[src/hw/rtl/hatfp_pkg.sv]
// Shared types, character codes and the character decoder of the time frame parser.
package hatfp_pkg;

    typedef enum logic [3:0] {
        PH_WAIT = 4'd0,
        PH_ID   = 4'd1,
        PH_SEP1 = 4'd2,
        PH_T1   = 4'd3,
        PH_MS1  = 4'd4,
        PH_T2   = 4'd5,
        PH_MS2  = 4'd6,
        PH_SEP2 = 4'd7,
        PH_SUM  = 4'd8,
        PH_END  = 4'd9
    } phase_t;

    typedef enum logic [3:0] {
        ST_NONE    = 4'd0,
        ST_OK      = 4'd1,
        ST_BAD_ID  = 4'd2,
        ST_NO_SEP1 = 4'd3,
        ST_BAD_T1  = 4'd4,
        ST_BAD_MS1 = 4'd5,
        ST_BAD_T2  = 4'd6,
        ST_BAD_MS2 = 4'd7,
        ST_NO_SEP2 = 4'd8,
        ST_BAD_SUM = 4'd9,
        ST_NO_END  = 4'd10
    } status_t;

    localparam logic [7:0] CH_OPEN    = 8'h3C;  // '<'
    localparam logic [7:0] CH_CLOSE   = 8'h3E;  // '>'
    localparam logic [7:0] CH_SEP1    = 8'h21;  // '!'
    localparam logic [7:0] CH_SEP2    = 8'h40;  // '@'
    localparam logic [7:0] CH_UPPER_A = 8'h41;
    localparam logic [7:0] CH_UPPER_F = 8'h46;
    localparam logic [7:0] CH_ZERO    = 8'h30;
    localparam logic [7:0] CH_NINE    = 8'h39;
    localparam logic [7:0] ALPHA_OFS  = 8'h37;
    localparam logic [7:0] DIGIT_OFS  = 8'h30;
    localparam logic [7:0] NIBBLE_MAX = 8'h0F;

    localparam int ID_W     = 16;
    localparam int TIME_W   = 32;
    localparam int MILLIS_W = 12;
    localparam int SUM_W    = 32;
    localparam int REC_W    = ID_W + 2 * TIME_W + 2 * MILLIS_W + SUM_W;

    // Packed with the first frame field, the ID, in the lowest bits.
    typedef struct packed {
        logic [SUM_W-1:0]    sum_value;
        logic [MILLIS_W-1:0] millis2_value;
        logic [TIME_W-1:0]   time2_value;
        logic [MILLIS_W-1:0] millis1_value;
        logic [TIME_W-1:0]   time1_value;
        logic [ID_W-1:0]     id_value;
    } record_t;

    typedef struct packed {
        status_t status;
        logic    packet_done;
        record_t rec;
    } result_t;

    // Hex letters and digits map to their value; every other byte passes unchanged.
    function automatic logic [7:0] decode_char(input logic [7:0] b);
        logic [7:0] c;
        c = b;
        if (b >= CH_UPPER_A && b <= CH_UPPER_F) begin
            c = b - ALPHA_OFS;
        end else if (b >= CH_ZERO && b <= CH_NINE) begin
            c = b - DIGIT_OFS;
        end
        return c;
    endfunction

endpackage

[src/hw/rtl/hatfp_parse_core.sv]
// Frame parser state, field registers and the per-byte update logic.
module hatfp_parse_core #(
    parameter int ID_DIGITS     = 4,
    parameter int TIME_DIGITS   = 8,
    parameter int MILLIS_DIGITS = 3,
    parameter int SUM_DIGITS    = 8
) (
    input  logic               clk,
    input  logic               rst_n,
    input  logic               step,
    input  logic [7:0]         byte_in,
    output hatfp_pkg::result_t res
);

    localparam logic [4:0] ID_DIG     = 5'(ID_DIGITS);
    localparam logic [4:0] TIME_DIG   = 5'(TIME_DIGITS);
    localparam logic [4:0] MILLIS_DIG = 5'(MILLIS_DIGITS);
    localparam logic [4:0] SUM_DIG    = 5'(SUM_DIGITS);

    hatfp_pkg::phase_t  phase_reg, phase_next;
    logic [3:0]         cnt_reg, cnt_next;
    hatfp_pkg::record_t rec_reg, rec_next;
    logic               done_reg, done_next;
    hatfp_pkg::status_t status;

    logic [7:0]  c;
    logic        is_nib;
    logic [31:0] fld_cur;
    logic [31:0] fld_or;
    logic [31:0] fld_new;
    logic [4:0]  dig;
    logic        last;
    logic        take;

    assign c      = hatfp_pkg::decode_char(byte_in);
    assign is_nib = (c <= hatfp_pkg::NIBBLE_MAX);

    // One shared shifter serves whichever field the current phase is filling.
    always_comb begin
        unique case (phase_reg)
            hatfp_pkg::PH_ID:
            begin
                fld_cur = 32'(rec_reg.id_value);
                dig     = ID_DIG;
            end
            hatfp_pkg::PH_T1:
            begin
                fld_cur = rec_reg.time1_value;
                dig     = TIME_DIG;
            end
            hatfp_pkg::PH_MS1:
            begin
                fld_cur = 32'(rec_reg.millis1_value);
                dig     = MILLIS_DIG;
            end
            hatfp_pkg::PH_T2:
            begin
                fld_cur = rec_reg.time2_value;
                dig     = TIME_DIG;
            end
            hatfp_pkg::PH_MS2:
            begin
                fld_cur = 32'(rec_reg.millis2_value);
                dig     = MILLIS_DIG;
            end
            hatfp_pkg::PH_SUM:
            begin
                fld_cur = rec_reg.sum_value;
                dig     = SUM_DIG;
            end
            default:
            begin
                fld_cur = '0;
                dig     = ID_DIG;
            end
        endcase
    end

    assign fld_or  = fld_cur | {28'd0, c[3:0]};
    assign last    = (({1'b0, cnt_reg} + 5'd1) == dig);
    assign fld_new = last ? fld_or : {fld_or[27:0], 4'd0};

    always_comb begin
        phase_next = phase_reg;
        cnt_next   = cnt_reg;
        rec_next   = rec_reg;
        done_next  = done_reg;
        status     = hatfp_pkg::ST_NONE;
        take       = 1'b0;

        unique case (phase_reg)
            hatfp_pkg::PH_ID:
            begin
                if (is_nib) begin
                    take              = 1'b1;
                    rec_next.id_value = fld_new[hatfp_pkg::ID_W-1:0];
                    if (last) phase_next = hatfp_pkg::PH_SEP1;
                end else begin
                    // The partial record stays visible until the next byte.
                    phase_next = hatfp_pkg::PH_WAIT;
                    status     = hatfp_pkg::ST_BAD_ID;
                end
            end
            hatfp_pkg::PH_SEP1:
            begin
                if (c == hatfp_pkg::CH_SEP1) begin
                    phase_next = hatfp_pkg::PH_T1;
                end else begin
                    rec_next   = '0;
                    done_next  = 1'b0;
                    phase_next = hatfp_pkg::PH_WAIT;
                    status     = hatfp_pkg::ST_NO_SEP1;
                end
            end
            hatfp_pkg::PH_T1:
            begin
                if (is_nib) begin
                    take                 = 1'b1;
                    rec_next.time1_value = fld_new;
                    if (last) phase_next = hatfp_pkg::PH_MS1;
                end else begin
                    rec_next   = '0;
                    done_next  = 1'b0;
                    phase_next = hatfp_pkg::PH_WAIT;
                    status     = hatfp_pkg::ST_BAD_T1;
                end
            end
            hatfp_pkg::PH_MS1:
            begin
                if (is_nib) begin
                    take                   = 1'b1;
                    rec_next.millis1_value = fld_new[hatfp_pkg::MILLIS_W-1:0];
                    if (last) phase_next = hatfp_pkg::PH_T2;
                end else begin
                    rec_next   = '0;
                    done_next  = 1'b0;
                    phase_next = hatfp_pkg::PH_WAIT;
                    status     = hatfp_pkg::ST_BAD_MS1;
                end
            end
            hatfp_pkg::PH_T2:
            begin
                if (is_nib) begin
                    take                 = 1'b1;
                    rec_next.time2_value = fld_new;
                    if (last) phase_next = hatfp_pkg::PH_MS2;
                end else begin
                    rec_next   = '0;
                    done_next  = 1'b0;
                    phase_next = hatfp_pkg::PH_WAIT;
                    status     = hatfp_pkg::ST_BAD_T2;
                end
            end
            hatfp_pkg::PH_MS2:
            begin
                if (is_nib) begin
                    take                   = 1'b1;
                    rec_next.millis2_value = fld_new[hatfp_pkg::MILLIS_W-1:0];
                    if (last) phase_next = hatfp_pkg::PH_SEP2;
                end else begin
                    rec_next   = '0;
                    done_next  = 1'b0;
                    phase_next = hatfp_pkg::PH_WAIT;
                    status     = hatfp_pkg::ST_BAD_MS2;
                end
            end
            hatfp_pkg::PH_SEP2:
            begin
                if (c == hatfp_pkg::CH_SEP2) begin
                    phase_next = hatfp_pkg::PH_SUM;
                end else begin
                    rec_next   = '0;
                    done_next  = 1'b0;
                    phase_next = hatfp_pkg::PH_WAIT;
                    status     = hatfp_pkg::ST_NO_SEP2;
                end
            end
            hatfp_pkg::PH_SUM:
            begin
                if (is_nib) begin
                    take               = 1'b1;
                    rec_next.sum_value = fld_new;
                    if (last) phase_next = hatfp_pkg::PH_END;
                end else begin
                    rec_next   = '0;
                    done_next  = 1'b0;
                    phase_next = hatfp_pkg::PH_WAIT;
                    status     = hatfp_pkg::ST_BAD_SUM;
                end
            end
            hatfp_pkg::PH_END:
            begin
                if (c == hatfp_pkg::CH_CLOSE) begin
                    done_next = 1'b1;
                    status    = hatfp_pkg::ST_OK;
                end else begin
                    rec_next  = '0;
                    done_next = 1'b0;
                    status    = hatfp_pkg::ST_NO_END;
                end
                phase_next = hatfp_pkg::PH_WAIT;
            end
            default:
            begin
                // Waiting, and any unused phase code: every byte clears the record.
                rec_next   = '0;
                done_next  = 1'b0;
                cnt_next   = '0;
                phase_next = (c == hatfp_pkg::CH_OPEN) ? hatfp_pkg::PH_ID
                                                       : hatfp_pkg::PH_WAIT;
            end
        endcase

        if (take) begin
            cnt_next = last ? 4'd0 : cnt_reg + 4'd1;
        end
    end

    always_ff @(posedge clk or negedge rst_n) begin
        if (!rst_n) begin
            phase_reg <= hatfp_pkg::PH_WAIT;
            cnt_reg   <= '0;
            rec_reg   <= '0;
            done_reg  <= 1'b0;
        end else if (step) begin
            phase_reg <= phase_next;
            cnt_reg   <= cnt_next;
            rec_reg   <= rec_next;
            done_reg  <= done_next;
        end
    end

    assign res.status      = status;
    assign res.packet_done = done_next;
    assign res.rec         = rec_next;

endmodule

[src/hw/rtl/hex_ascii_time_frame_parser.sv]
// Top level of the hex ASCII time frame parser: input register, parser core, result register.
// The block takes one received byte per item and returns one result item per byte, in order.
// It parses the frame '<' ID '!' T1 MS1 T2 MS2 '@' SUM '>' of upper-case hex digits (raw byte
// values 0 to 15 also count as digits) and reports a status code, the frame-done flag and the
// current record with every result. A byte is held in the input register and moves on into the
// result register once that register is free or being read, and a new byte is taken every cycle
// while the downstream side keeps taking results; the single parser state update between the two
// registers sets that rate. The checksum field is captured but not verified.
module hex_ascii_time_frame_parser #(
    parameter int ID_DIGITS     = 4,
    parameter int TIME_DIGITS   = 8,
    parameter int MILLIS_DIGITS = 3,
    parameter int SUM_DIGITS    = 8
) (
    input  logic                        clk,
    input  logic                        rst_n,
    input  logic                        s_tvalid,
    output logic                        s_tready,
    input  logic [7:0]                  s_tdata,   // rx_byte[7:0]
    output logic                        m_tvalid,
    input  logic                        m_tready,
    // id_value[15:0], time1_value[47:16], millis1_value[59:48],
    // time2_value[91:60], millis2_value[103:92], sum_value[135:104]
    output logic [hatfp_pkg::REC_W-1:0] m_tdata,
    output logic                        m_tlast,   // packet_done
    output logic [3:0]                  m_tuser    // status[3:0]
);

    logic                in_vld_reg;
    logic [7:0]          in_byte_reg;
    logic                out_vld_reg;
    hatfp_pkg::result_t  out_res_reg;
    hatfp_pkg::result_t  res;
    logic                advance;

    assign advance  = in_vld_reg && (!out_vld_reg || m_tready);
    assign s_tready = !in_vld_reg || advance;

    always_ff @(posedge clk or negedge rst_n) begin
        if (!rst_n) begin
            in_vld_reg <= 1'b0;
        end else if (s_tvalid && s_tready) begin
            in_vld_reg <= 1'b1;
        end else if (advance) begin
            in_vld_reg <= 1'b0;
        end
    end

    always_ff @(posedge clk) begin
        if (s_tvalid && s_tready) begin
            in_byte_reg <= s_tdata;
        end
    end

    hatfp_parse_core #(
        .ID_DIGITS     (ID_DIGITS),
        .TIME_DIGITS   (TIME_DIGITS),
        .MILLIS_DIGITS (MILLIS_DIGITS),
        .SUM_DIGITS    (SUM_DIGITS)
    ) u_core (
        .clk     (clk),
        .rst_n   (rst_n),
        .step    (advance),
        .byte_in (in_byte_reg),
        .res     (res)
    );

    always_ff @(posedge clk or negedge rst_n) begin
        if (!rst_n) begin
            out_vld_reg <= 1'b0;
        end else if (advance) begin
            out_vld_reg <= 1'b1;
        end else if (m_tready) begin
            out_vld_reg <= 1'b0;
        end
    end

    always_ff @(posedge clk) begin
        if (advance) begin
            out_res_reg <= res;
        end
    end

    assign m_tvalid = out_vld_reg;
    assign m_tdata  = out_res_reg.rec;
    assign m_tlast  = out_res_reg.packet_done;
    assign m_tuser  = out_res_reg.status;

endmodule

[config.mk]
export PLATFORM = sky130hd
export DESIGN_NAME = hex_ascii_time_frame_parser
export DESIGN_NICKNAME = d
export VERILOG_FILES = /design/src/hw/rtl/hatfp_pkg.sv /design/src/hw/rtl/hatfp_parse_core.sv /design/src/hw/rtl/hex_ascii_time_frame_parser.sv
export SDC_FILE = /design/constraint.sdc
export NUM_CORES = 1
export LEC_CHECK = 0
export ABC_CLOCK_PERIOD_IN_PS = 7800
export BUFFER_PORTS_ARGS = -buffer_cell sky130_fd_sc_hd__buf_2
export CORE_AREA = 2 2 189 191
export DETAILED_ROUTE_END_ITERATION = 16
export DIE_AREA = 0 0 191 193
export PLACE_DENSITY = 0.55
export REMOVE_ABC_BUFFERS = 1
export SLEW_MARGIN = 40
export SYNTH_ARGS = -nofsm -noshare
export SYNTH_HDL_FRONTEND = slang
export SYNTH_SLANG_ARGS = --single-unit
[constraint.sdc]
create_clock -name clk -period 7.8 [get_ports clk]
set_input_delay 1.56 -clock clk [delete_from_list [all_inputs] [get_ports clk]]
set_output_delay 1.56 -clock clk [all_outputs]
set_load 0.1 [all_outputs]
==> results of run 1 <==
==> final timing paths <==
| kind | to | slack, ns | cells past startpoint | startpoint |
|---|---|---|---|---|
| setup reg to reg | m_tdata[23]$_DFFE_PP_ | 3.09 | 9 | u_core.phase_reg[3]$_DFFE_PN0P_ |
| max in group asynchronous | u_core.rec_reg[60]$_DFFE_PN0P_ | 6.00 | 2 | rst_n |
| hold / removal | m_tvalid$_DFFE_PN0P_ | 0.49 | 1 | in_vld_reg$_DFFE_PN0P_ |
| setup / recovery | m_tdata[23]$_DFFE_PP_ | 3.09 | 9 | u_core.phase_reg[3]$_DFFE_PN0P_ |
| hold reg to reg | m_tvalid$_DFFE_PN0P_ | 0.49 | 1 | in_vld_reg$_DFFE_PN0P_ |
| min in group asynchronous | in_vld_reg$_DFFE_PN0P_ | 0.84 | 1 | rst_n |
==> cells in the mapped netlist (all sizes together) (3+ instances only) <==
library cell  instances
nand2                36
and2                  5
a22o                259
edfxtp              149
or2                   5
o21ai                15
nor3                 15
a32o                 21
o22ai                 3
ha                    8
or3                   3
xnor2                 5
buf                  73
a222oi               12
a31oi                 4
a21oi                20
nand4                 9
nand2b                5
a21boi                3
o41ai                 3
o31ai                 3
nand3                16
a221oi               13
nor2                 51
o211ai                6
a22oi                13
nand3b                3
o2111ai               6
a211o                 3
mux2                 16
dfrtp               147
a221o                 5
inv                  14
a21o                  3
o2bb2ai               6
and3                  5
clkbuf               24
mux2i                28
==> metal layers <==
metal  part of all wire, %  up-vias  wire length, um
li1                      -     4483                -
met1                    46     5161            18900
met2                    45      455            18500
met3                   6.7       71             2750
met4                   2.5        0             1020
met5                     0        -                0
==> through the flow <==
step                power, W  util (%)  hold slack [ns]  worst slack [ns]
floorplan            0.00217         -            0.457             0.301
global placement     0.00228      42.4            0.480              2.96
detailed placement   0.00228      42.6            0.475              3.20
CTS                  0.00377      45.5            0.494              3.24
global route         0.00386      45.6            0.537              2.90
finish               0.00374      45.6            0.489              3.09
==> placed cells by master, fill, tap and decap left out, types with 5 or more instances in the layout <==
cell type / n
a22o_1: 259
buf_2: 153
edfxtp_1: 149
dfrtp_1: 147
nor2_1: 44
nand2_1: 36
clkbuf_16: 30
mux2i_1: 28
a32o_1: 21
a21oi_1: 19
buf_4: 17
mux2_2: 16
nand3_1: 14
inv_1: 13
a22oi_1: 13
a221oi_1: 13
a222oi_1: 12
o21ai_0: 11
nor3_1: 9
ha_1: 8
clkinv_2: 8
nand4_1: 7
o2111ai_1: 6
o2bb2ai_1: 6
o211ai_1: 5
and3_1: 5
or2_2: 5
nand2b_1: 5
xnor2_1: 5
nor2_4: 5
a221o_1: 5
clkinv_1: 5
==> worst max-delay path: cells and delay by family, from the launching register on <==
| kind | cells | cell delay, ns |
|---|---|---|
| AO/OA/AOI/OAI | 3 | 0.93 |
| flip-flops | 1 | 0.86 |
| multiplexers | 2 | 0.96 |
| buffers and inverters | 2 | 0.90 |
| AND/OR/NAND/NOR | 2 | 0.80 |
==> where the power goes <==
| part | switching (W) | internal [W] |
|---|---|---|
| combinational | 0.000467 | 0.0000570 |
| clock | 0.000635 | 0.000861 |
| sequential | 0.0000218 | 0.00170 |
==> layout make-up <==
class | count | area [um2] | area share (%)
clock buffer | 34 | 786 | 4.92
inverter | 15 | 63.8 | 0.400
clock inverter | 22 | 246 | 1.54
multi-input combinational | 642 | 5140 | 32.2
timing repair buffer | 176 | 992 | 6.22
sequential | 296 | 8150 | 51.1
tap | 461 | 577 | 3.61
==> kinds of logic after synthesis <==
family,count (synthesis)
AO/OA/AOI/OAI,414
XOR/XNOR,7
adder cells (fa/ha/maj),8
buffers and inverters,112
flip-flops,296
multiplexers,45
AND/OR/NAND/NOR,168
==> impl_metrics.py, run 1 <==
metrics = {
    "finish": {
        "n_antenna_cell": 0,
        "instances_no_fill": 1646,
        "num-nets-final": 1181,
        "fill_cells": 3195,
        "final_cell_area_mm2": 0.0160,
        "drive_above_1_share_pct": 23.3,
        "area_growth_pct": 15.5,
    },
    "status": {
        "status": "finished, final reports clean",
    },
    "floorplan": {
        "die_area_mm2": 0.0369,
        "start_util_pct": 39.5,
        "coreArea_mm2": 0.0350,
        "die_height_um": 193,
        "die_w_um": 191,
        "fp-row-count": 69,
        "io_pins": 155,
    },
    "synthesis": {
        "synth_flop_cell": "edfxtp_1",
        "synth.area.mux_share_pct": 3.49,
        "ys_types": 83,
        "synthXorXnorAreaFrac_pct": 0.444,
        "synth-edff-count": 149,
        "netlist_area_mm2": 0.0138,
        "yosys_warnings": 0,
        "synthSimpleGateAreaFrac_pct": 6.75,
        "synth_fa_ha_area_share_pct": 0.724,
        "synth.top_cells.by_area": "edfxtp_1, dfrtp_1, a22o_1, mux2i_1, buf_2",
        "ys_seq_area_share_pct": 59.0,
        "synth_cells": 1050,
        "synth_top_family_by_area": "compound AO/OA/AOI/OAI gates",
        "ys_ff_latch": 296,
        "synth_area_leader_cell": "edfxtp_1",
        "synth-compound-area-share_pct": 25.4,
        "synth.avg_cell_area_um2": 13.2,
        "synthArstFlopShare_pct": 49.7,
        "post-synth-top-area-fraction_pct": 32.4,
    },
    "setup_path": {
        "critPathLaunchType": "flip-flop",
        "end_kind": "flip-flop",
        "cp_slowest_cell": "dfrtp_1",
        "cp_cell_sequence": "inv_1 -> a211o_1 -> mux4_2 -> nor4b_1 -> a211o_1 -> and2_2 -> buf_4 -> mux2_2 -> a22o_1",
        "critPathMaxStageDelay_ns": 0.86,
        "required_ns": 8.13,
        "path_class": "flip-flop to flip-flop",
        "crit_fanout": 24,
        "crit_path_frequent_cell": "a211o_1",
        "crit_arrival_ns": 5.04,
    },
    "routing": {
        "wl_per_cell_um": 25.0,
        "dr.pass1.iters": 6,
        "drt_iter0_drc": 964,
        "ant_nets": 0,
        "wirelength_um": 41200,
        "num_vias": 10200,
        "drc": 0,
        "via_per_inst": 6.18,
    },
    "clocking": {
        "cts_buffer_depth": 3,
        "tritoncts": "yes",
        "clk_latency_ns": 0.58,
        "cts_setup_buffers": 0,
        "cts_hold_buf": 0,
        "clk_pin_slew_worst_paths_ns": 0.07,
        "root_buffer": "clkbuf_16",
        "cts_buffers": 30,
        "htree_levels": 1,
        "cts.sinks": 296,
        "cts_resized": 0,
    },
    "placement": {
        "placed_cell_area_mm2": 0.0149,
        "place_hpwl_um": 25000,
        "gp_congestion": 0.881,
        "numPlacedInstances": 1589,
        "portBuffers": 154,
    },
    "grt": {
        "grt_max_degree": 97,
        "grtUsageMet2_pct": 34.3,
        "first_global_vias": 9918,
        "grt_busiest_layer": "met2",
        "antenna_found_initial": 0,
        "use_met1_pct": 32.3,
        "use_met3_pct": 2.73,
        "gr-total-overflow": 0,
        "grt_pass1_wl_um": 62000,
        "grt_use_total_pct": 22.0,
    },
    "sta": {
        "fin_tns_setup_ns": 0,
        "period_minus_slack_ns": 4.71,
        "setup_viol": 0,
        "skew_ns": 0.0238,
        "drv_slew": 0,
        "max_freq_mhz": 212,
        "worst_slew_pin_slew_ns": 0.823,
        "slew-limit-headroom_pct": 45.0,
        "fin_crit_sh_pct": 60.4,
        "finalHoldViolCount": 0,
        "rsz0062_at_grt": "no",
    },
    "worst_hold_path": {
        "hold_path_class": "flip-flop to flip-flop",
    },
    "power": {
        "p_per_area_mw_per_mm2": 234,
        "cellLeakagePower_nw": 6.56,
        "irDropWorstVdd_mv": 0.224,
    },
    "job": {
        "maxCapViolCount": 0,
    },
}
Power figures use the tool's default switching activity.
==> inputs of run 2 (changes only) <==
- ABC_CLOCK_PERIOD_IN_PS: 7800 -> 3850
- PLACE_DENSITY: 0.55 -> 0.57
- clock period: 7.8 -> 3.85 ns (I/O delays scaled with it)
==> run 2 against run 1 <==
Effect of this change:
- hold slack worse by 0.32 ns
- critical endpoint is now m_tdata[0]$_DFFE_PP_
- fmax up 28%
- clock skew is 0.0033 ns lower
- total power increased by 110%
- largest power group unchanged
==> impl_metrics.py, run 2 (synthesis gave the netlist of run 1 again) <==
metrics = {
    "status": {
        "status": "finished, final reports clean",
    },
    "placement": {
        "portBuffers": 154,
        "numPlacedInstances": 1643,
        "gp_congestion": 0.917,
        "place_hpwl_um": 25800,
    },
    "power": {
        "irDropWorstVdd_mv": 0.351,
        "power.internal_w": 0.00548,
        "clkPwrFrac_pct": 41.5,
        "combPwrFrac_pct": 13.9,
        "cellLeakagePower_nw": 6.92,
        "pwr-share-seq_pct": 44.7,
        "p_per_area_mw_per_mm2": 471,
        "switchingPower_w": 0.00232,
        "p_sw_share_pct": 29.8,
    },
    "finish": {
        "fill_cells": 3154,
        "instances_no_fill": 1707,
        "area_growth_pct": 19.8,
        "ff_latch_area_mm2": 0.00815,
        "final_cell_mix": "a22o_1, buf_2, edfxtp_1",
        "n_antenna_cell": 0,
        "num-nets-final": 1240,
        "drive_above_1_share_pct": 27.0,
        "multi_input_area_mm2": 0.00512,
        "layout_commonest_cell": "a22o_1",
    },
    "job": {
        "maxCapViolCount": 0,
    },
    "setup_path": {
        "required_ns": 4.12,
        "cp_cell_sequence": "inv_1 -> ha_1 -> nand4bb_1 -> o211ai_1 -> o221a_1 -> a211o_1 -> or3_4 -> mux2_2 -> nand3_2 -> buf_4 -> a22o_1",
        "critPathLaunchType": "flip-flop",
        "path_class": "flip-flop to flip-flop",
        "end_kind": "flip-flop",
        "crit_fanout": 10,
        "critPathMaxStageDelay_ns": 0.52,
        "crit_arrival_ns": 3.95,
        "cp_slowest_cell": "or3_4",
    },
    "sta": {
        "fin_crit_sh_pct": 95.5,
        "fin_tns_setup_ns": 0,
        "slew-limit-headroom_pct": 59.3,
        "fin_hold_ws_ns": 0.166,
        "finalHoldViolCount": 0,
        "skew_ns": 0.0205,
        "drv_slew": 0,
        "worst_slew_pin_slew_ns": 0.610,
        "max_freq_mhz": 272,
        "period_minus_slack_ns": 3.68,
        "setup_viol": 0,
        "rsz0062_at_grt": "no",
    },
    "routing": {
        "num_vias": 10400,
        "drc": 0,
        "wirelength_um": 40500,
        "dr.pass1.iters": 5,
        "drt_iter0_drc": 1026,
        "wl_per_cell_um": 23.7,
        "via_per_inst": 6.12,
        "ant_nets": 0,
    },
    "grt": {
        "gr-total-overflow": 0,
        "grt_pass1_wl_um": 62100,
        "first_global_vias": 10100,
        "grt_max_degree": 99,
        "grt_use_total_pct": 21.9,
        "antenna_found_initial": 0,
    },
    "clocking": {
        "cts_buffer_depth": 3,
        "clk_pin_slew_worst_paths_ns": 0.06,
        "root_buffer": "clkbuf_16",
        "cts_buffers": 34,
        "clk_latency_ns": 0.53,
        "htree_levels": 2,
        "cts.sinks": 296,
        "cts_hold_buf": 0,
        "tritoncts": "yes",
    },
    "floorplan": {
        "coreArea_mm2": 0.0350,
        "fp-row-count": 69,
        "die_height_um": 193,
        "start_util_pct": 39.5,
        "io_pins": 155,
        "die_area_mm2": 0.0369,
        "die_w_um": 191,
    },
    "worst_hold_path": {
        "hold_path_class": "primary input to asynchronous set/reset pin",
    },
}
[run 2: what timing repair did]
item / CTS / global route
endpoints found under the setup margin: 0 / 27
resized for setup: 0 / 1
hold endpoints to repair: 0 / 0
setup buffers: 0 / 1
[run 2: worst max-delay path, delay by kind of cell, from the launching register on]
family / cells / cell delay (ns)
AOI/OAI and AO/OA: 4 / 1.22
and+or+nand+nor: 3 / 0.87
DFF: 1 / 0.51
buffers and inverters: 2 / 0.35
muxes: 1 / 0.30
adders and majority gates: 1 / 0.17
[run 2: worst paths after layout]
check / start / end / slack [ns] / depth (start not counted)
worst min register to register: in_vld_reg$_DFFE_PN0P_ / m_tvalid$_DFFE_PN0P_ / 0.48 / 1
worst min-delay path: rst_n / in_vld_reg$_DFFE_PN0P_ / 0.17 / 1
max in group asynchronous: rst_n / u_core.rec_reg[43]$_DFFE_PN0P_ / 2.97 / 2
worst max register to register: in_byte_reg[1]$_DFFE_PP_ / m_tdata[0]$_DFFE_PP_ / 0.17 / 11
worst max-delay path: in_byte_reg[1]$_DFFE_PP_ / m_tdata[0]$_DFFE_PP_ / 0.17 / 11
min in group clk: s_tdata[3] / in_byte_reg[3]$_DFFE_PP_ / 0.43 / 1
[run 2: per-layer routing]
layer	vias to the layer above	share of wire [%]	global-route usage, %
met4	0	2.8	7.30
met5	-	0	0
met3	70	6.7	3.29
met2	452	45	33.5
li1	4604	-	-
met1	5321	45	32.0
[run 2: final cells by class]
cell class              instances  share of cell area, %
repair buffers                231                   9.19
clock inverters                17                   1.01
inverters                      15                  0.370
well taps                     461                   3.48
clock buffers                  45                   5.77
multi-input cells             642                   30.9
flip-flops and latches        296                   49.2
[run 2: metrics by stage]
| step | worst slack (ns) | cell area [um2] | utilization [%] | total power [W] |
|---|---|---|---|---|
| final | 0.174 | 16600 | 47.3 | 0.00780 |
| after CTS | 0.155 | 16500 | 47.3 | 0.00787 |
| after detailed placement | 0.154 | 15400 | 44.0 | 0.00463 |
| after global routing | 0.0110 | 16600 | 47.3 | 0.00804 |
| after global placement | 0.258 | 15400 | 44.0 | 0.00463 |
| after floorplan | -2.95 | 13300 | - | 0.00439 |
[run 2: power by group through the flow]
| stage | combinational (W) | sequential [W] | clock, W |
|---|---|---|---|
| floorplan | 0.000163 | 0.00423 | 0 |
| global placement | 0.00109 | 0.00355 | 0 |
| detailed placement | 0.00108 | 0.00355 | 0 |
| CTS | 0.00109 | 0.00349 | 0.00330 |
| global route | 0.00112 | 0.00349 | 0.00343 |
| finish | 0.00108 | 0.00348 | 0.00323 |
